===== src/rtl/core/srle_pkg.sv =====
`timescale 1ns / 1ps
`default_nettype none

package srle_pkg;

    localparam int SIZE_CODE_W = 3;
    localparam logic [SIZE_CODE_W-1:0] SIZE_CODE_RESET = 3'd2;
    localparam logic [15:0] LIMIT_BASE = 16'd128;

    localparam logic [1:0] ERR_NONE        = 2'd0;
    localparam logic [1:0] ERR_UNKNOWN_TYPE = 2'd1;
    localparam logic [1:0] ERR_PATTERN_LONG = 2'd2;
    localparam logic [1:0] ERR_OVERFLOW    = 2'd3;

    localparam logic [7:0] TYPE_COPY    = 8'd0;
    localparam logic [7:0] TYPE_PAIR    = 8'd1;
    localparam logic [7:0] TYPE_BLOCKS  = 8'd2;

    typedef struct packed {
        logic       has_byte;
        logic [7:0] in_byte;
    } t_in_word;

    typedef struct packed {
        logic        out_valid;
        logic [7:0]  out_byte;
        logic        byte_taken;
        logic        record_done;
        logic [15:0] decoded_length;
        logic [1:0]  error_code;
    } t_out_word;

endpackage

`default_nettype wire


===== src/rtl/core/srle_decoder.sv =====
`timescale 1ns / 1ps
`default_nettype none

module srle_decoder #(
    parameter int PATTERN_LOG_MAX = 4
) (
    input  wire logic                          i_clk,
    input  wire logic                          i_rst_n,
    input  wire logic                          i_adv,
    input  wire srle_pkg::t_in_word            i_item,
    input  wire logic [srle_pkg::SIZE_CODE_W-1:0] i_size_code,
    output srle_pkg::t_out_word                o_result
);

    localparam int ADDR_W = PATTERN_LOG_MAX;
    localparam int DEPTH  = 1 << PATTERN_LOG_MAX;
    localparam int IDX_W  = PATTERN_LOG_MAX + 1;
    localparam int PL_W   = $clog2(PATTERN_LOG_MAX + 1);

    typedef enum logic [3:0] {
        PH_LEN_LO  = 4'd0,
        PH_LEN_HI  = 4'd1,
        PH_TYPE    = 4'd2,
        PH_COPY    = 4'd3,
        PH_T1_CLO  = 4'd4,
        PH_T1_CHI  = 4'd5,
        PH_T1_D1   = 4'd6,
        PH_T1_D2   = 4'd7,
        PH_REPLAY1 = 4'd8,
        PH_DISCARD = 4'd9,
        PH_BLK_HDR = 4'd10,
        PH_BLK_CNT = 4'd11,
        PH_LIT     = 4'd12,
        PH_FILL    = 4'd13,
        PH_REPLAY2 = 4'd14
    } t_phase;

    t_phase            r_phase, n_phase;
    logic [15:0]       r_payload, n_payload;
    logic [15:0]       r_run, n_run;
    logic [PL_W-1:0]   r_log, n_log;
    logic [IDX_W-1:0]  r_fill, n_fill;
    logic [IDX_W-1:0]  r_replay, n_replay;
    logic [15:0]       r_count, n_count;
    logic [1:0]        r_err, n_err;

    logic [7:0]        r_store [DEPTH];
    logic [7:0]        r_rd_data;

    logic              mem_we;
    logic [ADDR_W-1:0] mem_waddr;
    logic [7:0]        mem_wdata;
    logic [ADDR_W-1:0] mem_raddr;

    logic [IDX_W-1:0]  pat_len;
    logic [15:0]       limit;
    logic [7:0]        b;
    logic              do_emit;
    logic [7:0]        emit_data;
    logic              raise_en;
    logic [1:0]        raise_code;
    logic              end_req;
    t_phase            end_next;
    logic              taken;
    logic              done;
    logic              out_ok;
    logic [7:0]        out_data;

    assign pat_len   = IDX_W'(1) << r_log;
    assign limit     = srle_pkg::LIMIT_BASE << i_size_code;
    assign b         = i_item.in_byte;
    assign mem_raddr = n_replay[ADDR_W-1:0];

    always_comb begin
        n_phase    = r_phase;
        n_payload  = r_payload;
        n_run      = r_run;
        n_log      = r_log;
        n_fill     = r_fill;
        n_replay   = r_replay;
        n_count    = r_count;
        n_err      = r_err;
        mem_we     = 1'b0;
        mem_waddr  = r_fill[ADDR_W-1:0];
        mem_wdata  = b;
        do_emit    = 1'b0;
        emit_data  = b;
        raise_en   = 1'b0;
        raise_code = srle_pkg::ERR_NONE;
        end_req    = 1'b0;
        end_next   = PH_LEN_LO;
        taken      = 1'b0;
        done       = 1'b0;
        out_ok     = 1'b0;
        out_data   = 8'd0;

        if (r_phase == PH_REPLAY1 || r_phase == PH_REPLAY2) begin
            do_emit   = 1'b1;
            emit_data = r_rd_data;
            n_replay  = r_replay + IDX_W'(1);
            if (n_replay >= pat_len) begin
                n_replay = '0;
                n_run    = r_run - 16'd1;
                if (n_run == 16'd0) begin
                    end_req  = 1'b1;
                    end_next = (r_phase == PH_REPLAY1) ? PH_DISCARD : PH_BLK_HDR;
                end
            end
        end else if (i_item.has_byte) begin
            taken = 1'b1;
            if (r_phase >= PH_COPY && r_payload != 16'd0) begin
                n_payload = r_payload - 16'd1;
            end
            case (r_phase)
                PH_LEN_LO: begin
                    n_payload = {8'd0, b};
                    n_count   = 16'd0;
                    n_err     = srle_pkg::ERR_NONE;
                    n_phase   = PH_LEN_HI;
                end
                PH_LEN_HI: begin
                    n_payload = {b, r_payload[7:0]};
                    if (n_payload != 16'd0) begin
                        n_payload = n_payload - 16'd1;
                    end
                    n_phase = PH_TYPE;
                end
                PH_TYPE: begin
                    end_req = 1'b1;
                    if (b == srle_pkg::TYPE_COPY) begin
                        end_next = PH_COPY;
                    end else if (b == srle_pkg::TYPE_PAIR) begin
                        end_next = PH_T1_CLO;
                    end else if (b == srle_pkg::TYPE_BLOCKS) begin
                        end_next = PH_BLK_HDR;
                    end else begin
                        raise_en   = 1'b1;
                        raise_code = srle_pkg::ERR_UNKNOWN_TYPE;
                        end_next   = PH_DISCARD;
                    end
                end
                PH_COPY: begin
                    do_emit  = 1'b1;
                    end_req  = 1'b1;
                    end_next = PH_COPY;
                end
                PH_T1_CLO: begin
                    n_run    = {8'd0, b};
                    end_req  = 1'b1;
                    end_next = PH_T1_CHI;
                end
                PH_T1_CHI: begin
                    n_run    = {b, r_run[7:0]};
                    end_req  = 1'b1;
                    end_next = PH_T1_D1;
                end
                PH_T1_D1: begin
                    mem_we    = 1'b1;
                    mem_waddr = ADDR_W'(0);
                    end_req   = 1'b1;
                    end_next  = PH_T1_D2;
                end
                PH_T1_D2: begin
                    mem_we    = 1'b1;
                    mem_waddr = ADDR_W'(1);
                    n_log     = PL_W'(1);
                    n_replay  = '0;
                    if (r_run != 16'd0) begin
                        n_phase = PH_REPLAY1;
                    end else begin
                        end_req  = 1'b1;
                        end_next = PH_DISCARD;
                    end
                end
                PH_DISCARD: begin
                    end_req  = 1'b1;
                    end_next = PH_DISCARD;
                end
                PH_BLK_HDR: begin
                    end_req = 1'b1;
                    if (b > 8'(PATTERN_LOG_MAX)) begin
                        raise_en   = 1'b1;
                        raise_code = srle_pkg::ERR_PATTERN_LONG;
                        end_next   = PH_DISCARD;
                    end else begin
                        n_log    = PL_W'(b);
                        end_next = PH_BLK_CNT;
                    end
                end
                PH_BLK_CNT: begin
                    n_run   = {8'd0, b};
                    n_fill  = '0;
                    end_req = 1'b1;
                    if (r_log == PL_W'(0)) begin
                        end_next = (b == 8'd0) ? PH_BLK_HDR : PH_LIT;
                    end else begin
                        end_next = PH_FILL;
                    end
                end
                PH_LIT: begin
                    do_emit  = 1'b1;
                    n_run    = r_run - 16'd1;
                    end_req  = 1'b1;
                    end_next = (n_run == 16'd0) ? PH_BLK_HDR : PH_LIT;
                end
                PH_FILL: begin
                    mem_we = 1'b1;
                    n_fill = r_fill + IDX_W'(1);
                    if (n_fill >= pat_len) begin
                        n_replay = '0;
                        if (r_run != 16'd0) begin
                            n_phase = PH_REPLAY2;
                        end else begin
                            end_req  = 1'b1;
                            end_next = PH_BLK_HDR;
                        end
                    end else begin
                        end_req  = 1'b1;
                        end_next = PH_FILL;
                    end
                end
                default: begin
                    n_payload = {8'd0, b};
                    n_count   = 16'd0;
                    n_err     = srle_pkg::ERR_NONE;
                    n_phase   = PH_LEN_HI;
                end
            endcase
        end

        if (end_req) begin
            if (n_payload == 16'd0) begin
                n_phase = PH_LEN_LO;
                done    = 1'b1;
            end else begin
                n_phase = end_next;
            end
        end

        if (do_emit) begin
            if (r_count < limit) begin
                out_ok   = 1'b1;
                out_data = emit_data;
            end else begin
                raise_en   = 1'b1;
                raise_code = srle_pkg::ERR_OVERFLOW;
            end
            if (r_count != 16'hFFFF) begin
                n_count = r_count + 16'd1;
            end
        end

        if (raise_en && r_err == srle_pkg::ERR_NONE) begin
            n_err = raise_code;
        end
    end

    always_ff @(posedge i_clk) begin
        if (!i_rst_n) begin
            r_phase   <= PH_LEN_LO;
            r_payload <= '0;
            r_run     <= '0;
            r_log     <= '0;
            r_fill    <= '0;
            r_replay  <= '0;
            r_count   <= '0;
            r_err     <= srle_pkg::ERR_NONE;
        end else if (i_adv) begin
            r_phase   <= n_phase;
            r_payload <= n_payload;
            r_run     <= n_run;
            r_log     <= n_log;
            r_fill    <= n_fill;
            r_replay  <= n_replay;
            r_count   <= n_count;
            r_err     <= n_err;
        end
    end

    // The read port fetches the entry for the next replay step, with write data forwarded.
    always_ff @(posedge i_clk) begin
        if (i_adv) begin
            if (mem_we) begin
                r_store[mem_waddr] <= mem_wdata;
            end
            if (mem_we && mem_waddr == mem_raddr) begin
                r_rd_data <= mem_wdata;
            end else begin
                r_rd_data <= r_store[mem_raddr];
            end
        end
    end

    always_comb begin
        o_result.out_valid      = out_ok;
        o_result.out_byte       = out_data;
        o_result.byte_taken     = taken;
        o_result.record_done    = done;
        o_result.decoded_length = n_count;
        o_result.error_code     = n_err;
    end

endmodule

`default_nettype wire


===== src/rtl/core/sector_rle_expander.sv =====
`timescale 1ns / 1ps
`default_nettype none

// Sector record expander. Every input word (a slot that may or may not offer an
// encoded byte) yields exactly one output word, which carries at most one decoded
// byte, a flag telling whether the offered byte was consumed, the end-of-record
// mark, the running decoded length and the sticky error code of the record. While
// a pattern or byte pair is replayed the offered byte is not consumed, so the
// source must offer it again in a later word. Throughput is one word per clock in
// each direction while the output is not stalled: the whole decode step sits
// between the input register and the output register, and the pattern store is
// read one step ahead into a register. The sector size code may only be written
// while no word is in flight.

module sector_rle_expander #(
    parameter int PATTERN_LOG_MAX = 4
) (
    input  wire logic                              i_clk,
    input  wire logic                              i_rst_n,
    input  wire logic                              i_cfg_wr_en,
    input  wire logic [srle_pkg::SIZE_CODE_W-1:0]  i_cfg_wr_data,
    input  wire logic                              i_in_valid,
    output logic                                   o_in_stall,
    input  wire srle_pkg::t_in_word                i_in_word,
    output logic                                   o_out_valid,
    input  wire logic                              i_out_stall,
    output srle_pkg::t_out_word                    o_out_word
);

    logic                             r_in_valid;
    srle_pkg::t_in_word               r_in_word;
    logic                             r_out_valid;
    srle_pkg::t_out_word              r_out_word;
    logic [srle_pkg::SIZE_CODE_W-1:0] r_size_code;
    logic                             adv;
    srle_pkg::t_out_word              step_result;

    assign adv         = r_in_valid && (!r_out_valid || !i_out_stall);
    assign o_in_stall  = r_in_valid && !adv;
    assign o_out_valid = r_out_valid;
    assign o_out_word  = r_out_word;

    srle_decoder #(
        .PATTERN_LOG_MAX(PATTERN_LOG_MAX)
    ) u_decoder (
        .i_clk       (i_clk),
        .i_rst_n     (i_rst_n),
        .i_adv       (adv),
        .i_item      (r_in_word),
        .i_size_code (r_size_code),
        .o_result    (step_result)
    );

    always_ff @(posedge i_clk) begin
        if (!i_rst_n) begin
            r_size_code <= srle_pkg::SIZE_CODE_RESET;
        end else if (i_cfg_wr_en) begin
            r_size_code <= i_cfg_wr_data;
        end
    end

    always_ff @(posedge i_clk) begin
        if (!i_rst_n) begin
            r_in_valid <= 1'b0;
        end else if (!o_in_stall) begin
            r_in_valid <= i_in_valid;
        end
    end

    always_ff @(posedge i_clk) begin
        if (i_in_valid && !o_in_stall) begin
            r_in_word <= i_in_word;
        end
    end

    always_ff @(posedge i_clk) begin
        if (!i_rst_n) begin
            r_out_valid <= 1'b0;
        end else if (adv) begin
            r_out_valid <= 1'b1;
        end else if (!i_out_stall) begin
            r_out_valid <= 1'b0;
        end
    end

    always_ff @(posedge i_clk) begin
        if (adv) begin
            r_out_word <= step_result;
        end
    end

endmodule

`default_nettype wire

===== config.mk =====
export PLATFORM = sky130hd
export DESIGN_NAME = sector_rle_expander
export DESIGN_NICKNAME = d
export VERILOG_FILES = /design/src/rtl/core/srle_pkg.sv /design/src/rtl/core/srle_decoder.sv /design/src/rtl/core/sector_rle_expander.sv
export SDC_FILE = /design/constraint.sdc
export NUM_CORES = 1
export LEC_CHECK = 0
export BUFFER_PORTS_ARGS = -buffer_cell sky130_fd_sc_hd__clkbuf_2
export CORE_MARGIN = 2
export CORE_UTILIZATION = 30
export CTS_CLUSTER_SIZE = 12
export DETAILED_ROUTE_END_ITERATION = 8
export PLACE_DENSITY = 0.44
export SYNTH_ARGS = -nofsm -noshare
export SYNTH_HDL_FRONTEND = slang
export SYNTH_SLANG_ARGS = --single-unit

===== constraint.sdc =====
create_clock -name i_clk -period 10.1 [get_ports i_clk]
set_input_delay 1.515 -clock i_clk [delete_from_list [all_inputs] [get_ports i_clk]]
set_output_delay 1.515 -clock i_clk [all_outputs]
set_load 0.02 [all_outputs]

==> results of run 1 <==
[per-stage QoR]
| step | cell area (µm²) | hold WS (ns) | setup WS [ns] | total power, µW |
|---|---|---|---|---|
| floorplan | 13090 | 0.4651 | 6.426 | 1349 |
| global placement | 13880 | 0.4912 | 5.502 | 1448 |
| detailed placement | 13880 | 0.5041 | 5.433 | 1446 |
| CTS | 14860 | 0.5119 | 5.370 | 2541 |
| global route | 14860 | 0.5535 | 5.039 | 2619 |
| finish | 14860 | 0.5090 | 5.363 | 2507 |
[per-layer routing]
| layer | part of all wire (%) | wire (µm) |
|---|---|---|
| met5 | 0 | 0 |
| met4 | 1.8 | 711 |
| met3 | 6.9 | 2712 |
| met2 | 43 | 17100 |
| met1 | 48 | 18900 |
[synthesized netlist by cell type (12+ instances only)]
cell type / number
a211o_1: 19
a211oi_1: 13
a21boi_0: 14
a21oi_1: 69
a22oi_1: 15
a32oi_1: 25
and3_1: 20
clkbuf_1: 70
dfxtp_1: 72
edfxtp_1: 174
ha_1: 25
inv_1: 20
mux2i_1: 12
nand2_1: 162
nand2b_1: 16
nand3_1: 53
nand4_1: 12
nor2_1: 113
nor2b_1: 25
nor3_1: 25
nor3b_1: 12
nor4_1: 18
o211a_1: 20
o211ai_1: 22
o21ai_0: 86
xnor2_1: 18
[state kept, by name (all words and copies together), names as in the netlist, 2 cells and up]
signal and flops:
u_decoder.r_store 128, o_out_word 29, u_decoder.r_count 16, u_decoder.r_payload 16, u_decoder.r_run 16, r_in_word 9
u_decoder.r_rd_data 8, u_decoder.r_fill 5, u_decoder.r_replay 5, u_decoder.r_phase 4, r_size_code 3, u_decoder.r_log 3
u_decoder.r_err 2
[cells in the final DEF, fill, tap and decap left out, drive strengths merged, types with 24 or more instances in the layout]
cell type	instances
nor2	113
edfxtp	174
dfxtp	72
nor3	25
nor2b	25
buf	24
a21oi	69
a32oi	25
nand2	163
nand3	54
clkbuf	88
ha	25
o21ai	90
[worst min-delay path, stage by stage, from the launching register on]
cell      delay, ns
dfxtp_1        0.32
o21ai_0        0.07
a21boi_0       0.07
[power breakdown]
group / switching, µW / leakage, µW / internal [µW]
Sequential: 24.1 / 0.00218 / 1100
Combinational: 202 / 0.00256 / 98.9
Clock: 432 / 0.000487 / 649
[worst min-delay path by stage]
stage | endpoint | slack (ns) | cells after the start
2_1_floorplan | u_decoder.r_payload[7]$_SDFFE_PN0P_ | 0.47 | 2
3_3_place_gp | u_decoder.r_run[15]$_SDFFE_PN0P_ | 0.49 | 2
3_5_place_dp | u_decoder.r_payload[7]$_SDFFE_PN0P_ | 0.50 | 2
4_1_cts | u_decoder.r_payload[7]$_SDFFE_PN0P_ | 0.51 | 2
5_1_grt | u_decoder.r_count[4]$_SDFFE_PN0P_ | 0.55 | 2
6_report | u_decoder.r_run[15]$_SDFFE_PN0P_ | 0.51 | 2
[area by class of cell]
type / instances / area, µm²
Fill cell: 4350 / 28210
Sequential cell: 246 / 6666
Multi-Input combinational cell: 963 / 5983
Clock buffer: 41 / 830.8
Tap cell: 585 / 732.0
Timing Repair Buffer: 71 / 415.4
Clock inverter: 13 / 155.1
Inverter: 21 / 78.83
Antenna cell: 1 / 2.502
[kinds of logic after synthesis]
| kind of cell | count (synthesis) |
|---|---|
| buffers and inverters | 113 |
| AOI/OAI and AO/OA | 377 |
| muxes | 21 |
| DFF | 246 |
| adders and majority gates | 25 |
| and+or+nand+nor | 514 |
| xor gates and xnor gates | 26 |
==> results.sh, run 1 <==
export IMPL_max_cap_violations=0
export IMPL_endpoint="u_decoder.r_rd_data[5]$_DFFE_PP_"
export IMPL_syn_to_final_growth_pct=13.59
export IMPL_worstSetupStartpoint="u_decoder.r_phase[2]$_SDFFE_PN0P_"
export IMPL_synth_top_area_share_pct=39.93
export IMPL_skew_ns=0.01229
export IMPL_clockBufferDepth=3
export IMPL_r2r_cells=11
export IMPL_outcome="finished, final reports clean"
export IMPL_max_freq_ghz=0.2111
export IMPL_slew_viol_final=0
export IMPL_track_usage_pct=17.41
export IMPL_insertion_delay_ns=0.57
export IMPL_dp_hpwl_um=25490
export IMPL_initial_core_util_pct=30.38
export IMPL_syn_area_um2=13090
export IMPL_io_buffers=47
export IMPL_place_inst=1886
export IMPL_grt_start_max_net_pins=74
export IMPL_grt_overflow=0
export IMPL_wl_per_cell_um=20.31
export IMPL_cts_buffers=29
export IMPL_post_route_period_util_pct=46.91
export IMPL_synth_top_area_cell="edfxtp_1"
export IMPL_slowest_stage="dfxtp_1"
export IMPL_powerDensity_nw_per_um2=168.7
export IMPL_min_from="u_decoder.r_run[15]$_SDFFE_PN0P_"
export IMPL_arrival_ns=5.06
export IMPL_path_delay_family="compound AO/OA/AOI/OAI gates"
export IMPL_final_cell_count_no_fill=1941
export IMPL_maxSlewHeadroom_pct=24.98
export IMPL_avgViaCountPerCell=5.440
export IMPL_path_clk_slew_ns=0.06
export IMPL_synth_top_family_by_area="compound AO/OA/AOI/OAI gates"
export IMPL_synthSimpleGateAreaFrac_pct=19.63
export IMPL_setup_tns_ns=0
export IMPL_setup_viol=0
export IMPL_worst_pin_slew_ns=1.121
export IMPL_r2r_slack_ns=5.36
export IMPL_cts_sink_count=246
export IMPL_final_nets=1374
export IMPL_ant_nets=0
export IMPL_r2r_start="u_decoder.r_phase[2]$_SDFFE_PN0P_"
export IMPL_worstPathRequired_ns=10.42
export IMPL_rows=76
export IMPL_finalCoreUtilization_pct=34.51
export IMPL_die_area_um2=45310
export IMPL_ctsHoldBuffers=0
export IMPL_grt_busiest_layer="met2"
export IMPL_synthesis_nets=1364
export IMPL_path_cells="xnor2_1 > nand2_1 > a211oi_1 > nand2b_1 > buf_4 > nand2_1 > buf_4 > xnor2_1 > nand3_1 > a31oi_2 > mux2_2"
export IMPL_p_leak_uw=0.005225
export IMPL_synth_cell_type_count=86
export IMPL_synth_compound_area_share_pct=20.20
export IMPL_critPathBufInv=2
export IMPL_first_global_vias=10100
export IMPL_synth_edff_count=174
export IMPL_io_pins=48
export IMPL_use_met2_pct=26.26
export IMPL_ys_seq_area_share_pct=50.94
export IMPL_drc_errors=0
export IMPL_grt_util_met3_pct=2.515
export IMPL_synthXorXnorAreaFrac_pct=1.740
export IMPL_cts_setup_buffers=0
export IMPL_core_um2=43080
export IMPL_synthTopCellsByArea="edfxtp_1 40%, dfxtp_1 11%, nand2_1 4.6%"
export IMPL_ys_flop_type="edfxtp_1"
export IMPL_use_met1_pct=26.11
export IMPL_hold_violations=0
export IMPL_dieHeight_um=212.9
export IMPL_synth_yosys_warnings=0
export IMPL_rsz0062_at_grt="no"
export IMPL_vias=10560
export IMPL_first_pass_iters=5
export IMPL_cpPeakStageDelay_ns=0.97
export IMPL_antenna_found_initial=1
export IMPL_min_path_type="flop to flop"
export IMPL_synth_seq_cells=246
export IMPL_cp_start_kind="flop"
export IMPL_crit_fanout=37
export IMPL_fin_crit_ns=4.737
export IMPL_htree_num_levels=1
export IMPL_syn_area_per_cell_um2=9.899
export IMPL_ys_async_sr_fraction_pct=0
export IMPL_peakVddDrop_mv=0.1139
export IMPL_cts_resized=0
export IMPL_drive_above_1_share_pct=11.73
export IMPL_cp_depth=11
export IMPL_gp_congestion=0.8629
export IMPL_wirelength_um=39420
export IMPL_synth_cells=1322
export IMPL_drtIter0Drc=954
export IMPL_cts_root_buf="clkbuf_16"
export IMPL_synthAdderAreaFrac_pct=2.390
export IMPL_reg2reg_to="u_decoder.r_rd_data[5]$_DFFE_PP_"
export IMPL_die_x_um=212.9
export IMPL_synthMuxAreaShare_pct=1.692
export IMPL_tritoncts="built"
export IMPL_crit_type="flop to flop"
export IMPL_grt_pass1_wl_um=61020
export IMPL_endpoint_kind="flop"
Power figures use the tool's default switching activity.
==> inputs of run 2 (changes only) <==
--- a/config.mk
+++ b/config.mk
@@ -10,7 +10,7 @@
 export CORE_UTILIZATION = 30
 export CTS_CLUSTER_SIZE = 12
 export DETAILED_ROUTE_END_ITERATION = 8
-export PLACE_DENSITY = 0.44
+export PLACE_DENSITY = 0.45
 export SYNTH_ARGS = -nofsm -noshare
 export SYNTH_HDL_FRONTEND = slang
 export SYNTH_SLANG_ARGS = --single-unit
==> constraint.sdc (replaced) <==
create_clock -name i_clk -period 4.05 [get_ports i_clk]
set_input_delay 0.6075 -clock i_clk [delete_from_list [all_inputs] [get_ports i_clk]]
set_output_delay 0.6075 -clock i_clk [all_outputs]
set_load 0.02 [all_outputs]
==> run 2 against run 1 <==
Effect of this change:
- sequential power grew 150%
- clock skew shrank 0.00063 ns
- first-iteration DRC count shrank 31%
- largest power group unchanged
- register-to-register slack lost 5.1 ns
- worst hold slack lost 0.30 ns
- via count grew 0.16%
- sequential cell count is the same
- combinational power grew to 2.7 times the previous value
- non-clock buffer count grew 45
==> results.sh, run 2 (synthesis gave the netlist of run 1 again) <==
export IMPL_io_pins=48
export IMPL_min_from="i_in_word[0]"
export IMPL_diodes=0
export IMPL_avgViaCountPerCell=5.331
export IMPL_register_area_um2=6666
export IMPL_endpoint_kind="flop"
export IMPL_maxSlewHeadroom_pct=40.07
export IMPL_place_inst=1931
export IMPL_worstPathRequired_ns=4.37
export IMPL_first_pass_iters=5
export IMPL_min_path_type="input pin to flop"
export IMPL_die_area_um2=45310
export IMPL_dieHeight_um=212.9
export IMPL_vias=10580
export IMPL_cts_buffers=29
export IMPL_drive_above_1_share_pct=14.22
export IMPL_top_register="u_decoder.r_store"
export IMPL_worst_pin_slew_ns=0.8957
export IMPL_initial_core_util_pct=30.38
export IMPL_insertion_delay_ns=0.57
export IMPL_die_x_um=212.9
export IMPL_power_net_switching_uw=1635
export IMPL_powerDensity_nw_per_um2=402.9
export IMPL_cts_sink_count=246
export IMPL_syn_to_final_growth_pct=15.99
export IMPL_p_sw_share_pct=26.74
export IMPL_slew_viol_final=0
export IMPL_multi_input_area_um2=5982
export IMPL_ant_nets=0
export IMPL_wl_per_cell_um=19.80
export IMPL_clockBufferDepth=3
export IMPL_max_freq_ghz=0.2613
export IMPL_cts_setup_buffers=0
export IMPL_setup_tns_ns=0
export IMPL_path_clk_slew_ns=0.06
export IMPL_crit_fanout=7
export IMPL_arrival_ns=4.14
export IMPL_layout_common_cells="174 x edfxtp_1, 162 x nand2_1, 112 x nor2_1"
export IMPL_setup_viol=0
export IMPL_cp_start_kind="flop"
export IMPL_rows=76
export IMPL_fin_crit_ns=3.828
export IMPL_track_usage_pct=17.46
export IMPL_peakVddDrop_mv=0.2880
export IMPL_r2r_start="u_decoder.r_log[1]$_SDFFE_PN0P_"
export IMPL_r2r_slack_ns=0.22
export IMPL_grt_overflow=0
export IMPL_fillers=4336
export IMPL_post_route_period_util_pct=94.51
export IMPL_antenna_found_initial=0
export IMPL_rsz0062_at_grt="no"
export IMPL_combPwrFrac_pct=13.1
export IMPL_tritoncts="built"
export IMPL_p_clk_share_pct=41.1
export IMPL_first_global_vias=10460
export IMPL_max_cap_violations=0
export IMPL_wirelength_um=39290
export IMPL_dp_hpwl_um=26370
export IMPL_seqPwrFrac_pct=45.7
export IMPL_whs_path_depth=1
export IMPL_grt_start_max_net_pins=74
export IMPL_core_um2=43080
export IMPL_skew_ns=0.01166
export IMPL_io_buffers=47
export IMPL_reg2reg_to="u_decoder.r_rd_data[4]$_DFFE_PP_"
export IMPL_crit_type="flop to flop"
export IMPL_final_nets=1419
export IMPL_gp_congestion=0.8920
export IMPL_htree_num_levels=1
export IMPL_layout_commonest_cell="edfxtp_1"
export IMPL_ctsHoldBuffers=0
export IMPL_largest_reg_flops=128
export IMPL_grt_pass1_wl_um=61890
export IMPL_r2r_cells=10
export IMPL_hold_violations=0
export IMPL_p_leak_uw=0.005415
export IMPL_outcome="finished, final reports clean"
export IMPL_cts_root_buf="clkbuf_16"
export IMPL_hold_end="r_in_word[0]$_DFFE_PP_"
export IMPL_drc_errors=0
export IMPL_drtIter0Drc=658
export IMPL_design_power_total_uw=6116
export IMPL_final_cell_count_no_fill=1984
export IMPL_intPower_uw=4481
run 2: cell types whose count changed in the layout (fill, tap and decap cells not counted):
| cell | before | now |
|---|---|---|
| buf_4 | 24 | 65 |
| buf_12 | 0 | 4 |
| clkinv_1 | 3 | 7 |
| clkinv_2 | 6 | 2 |
| clkinvlp_4 | 1 | 4 |
| bufinv_16 | 3 | 1 |
| clkbuf_8 | 6 | 4 |
| a211oi_1 | 13 | 12 |
| a211oi_2 | 2 | 3 |
| diode_2 | 1 | 0 |
| nor4_1 | 17 | 18 |
| nor4_2 | 4 | 3 |
run 2: final cells by class:
class	instances	share of cell area [%]
Sequential cell	246	43.92
Multi-Input combinational cell	963	39.41
Clock buffer	39	5.292
Timing Repair Buffer	116	5.292
Tap cell	585	4.822
Clock inverter	14	0.7419
Inverter	21	0.5193
run 2: worst max path at each step:
stage / from / endpoint / slack [ns]
3_3_place_gp: u_decoder.r_log[1]$_SDFFE_PN0P_ / u_decoder.r_rd_data[7]$_DFFE_PP_ / 0.27
4_1_cts: u_decoder.r_log[1]$_SDFFE_PN0P_ / u_decoder.r_rd_data[0]$_DFFE_PP_ / 0.16
2_1_floorplan: u_decoder.r_log[1]$_SDFFE_PN0P_ / u_decoder.r_rd_data[2]$_DFFE_PP_ / 0.59
6_report: u_decoder.r_log[1]$_SDFFE_PN0P_ / u_decoder.r_rd_data[4]$_DFFE_PP_ / 0.22
3_5_place_dp: u_decoder.r_log[1]$_SDFFE_PN0P_ / u_decoder.r_rd_data[0]$_DFFE_PP_ / 0.16
5_1_grt: u_decoder.r_log[1]$_SDFFE_PN0P_ / u_decoder.r_rd_data[4]$_DFFE_PP_ / 0.004
run 2: worst max-delay path, stage by stage (launching register included):
cell	delay, ns
dfxtp_1	0.41
or3b_2	0.49
ha_1	0.31
nand2_1	0.05
o21ai_0	0.39
a211oi_2	0.20
a32oi_1	0.49
xnor2_1	0.18
nand3_1	0.15
a31oi_2	0.50
mux2_2	0.40
run 2: per-stage QoR:
stage	hold WS [ns]	worst slack, ns	instance area, µm²	util, %
after floorplan	0.4651	0.5924	13090	-
after global routing	0.1855	0.004008	15180	35.24
after detailed placement	0.5002	0.1613	14260	33.10
final	0.2120	0.2224	15180	35.24
after CTS	0.1775	0.1560	15170	35.22
after global placement	0.4887	0.2729	14260	33.10
run 2: power groups by stage:
| stage | registers (µW) | clock network (µW) | logic, µW |
|---|---|---|---|
| floorplan | 2860 | 0 | 508 |
| global placement | 2850 | 0 | 802 |
| detailed placement | 2850 | 0 | 800 |
| CTS | 2800 | 2600 | 805 |
| global route | 2800 | 2690 | 887 |
| finish | 2800 | 2520 | 803 |
run 2: layer usage:
layer	GRT usage (%)	share of wire [%]
met1	24.55	48
met5	0	0
met2	28.70	46
met3	2.103	4.2
met4	4.003	1.7
run 2: timing repair:
item                       4_1_cts  5_1_grt
hold endpoints to repair         0        0
setup endpoints to repair        0        7
gates resized for setup          0        1
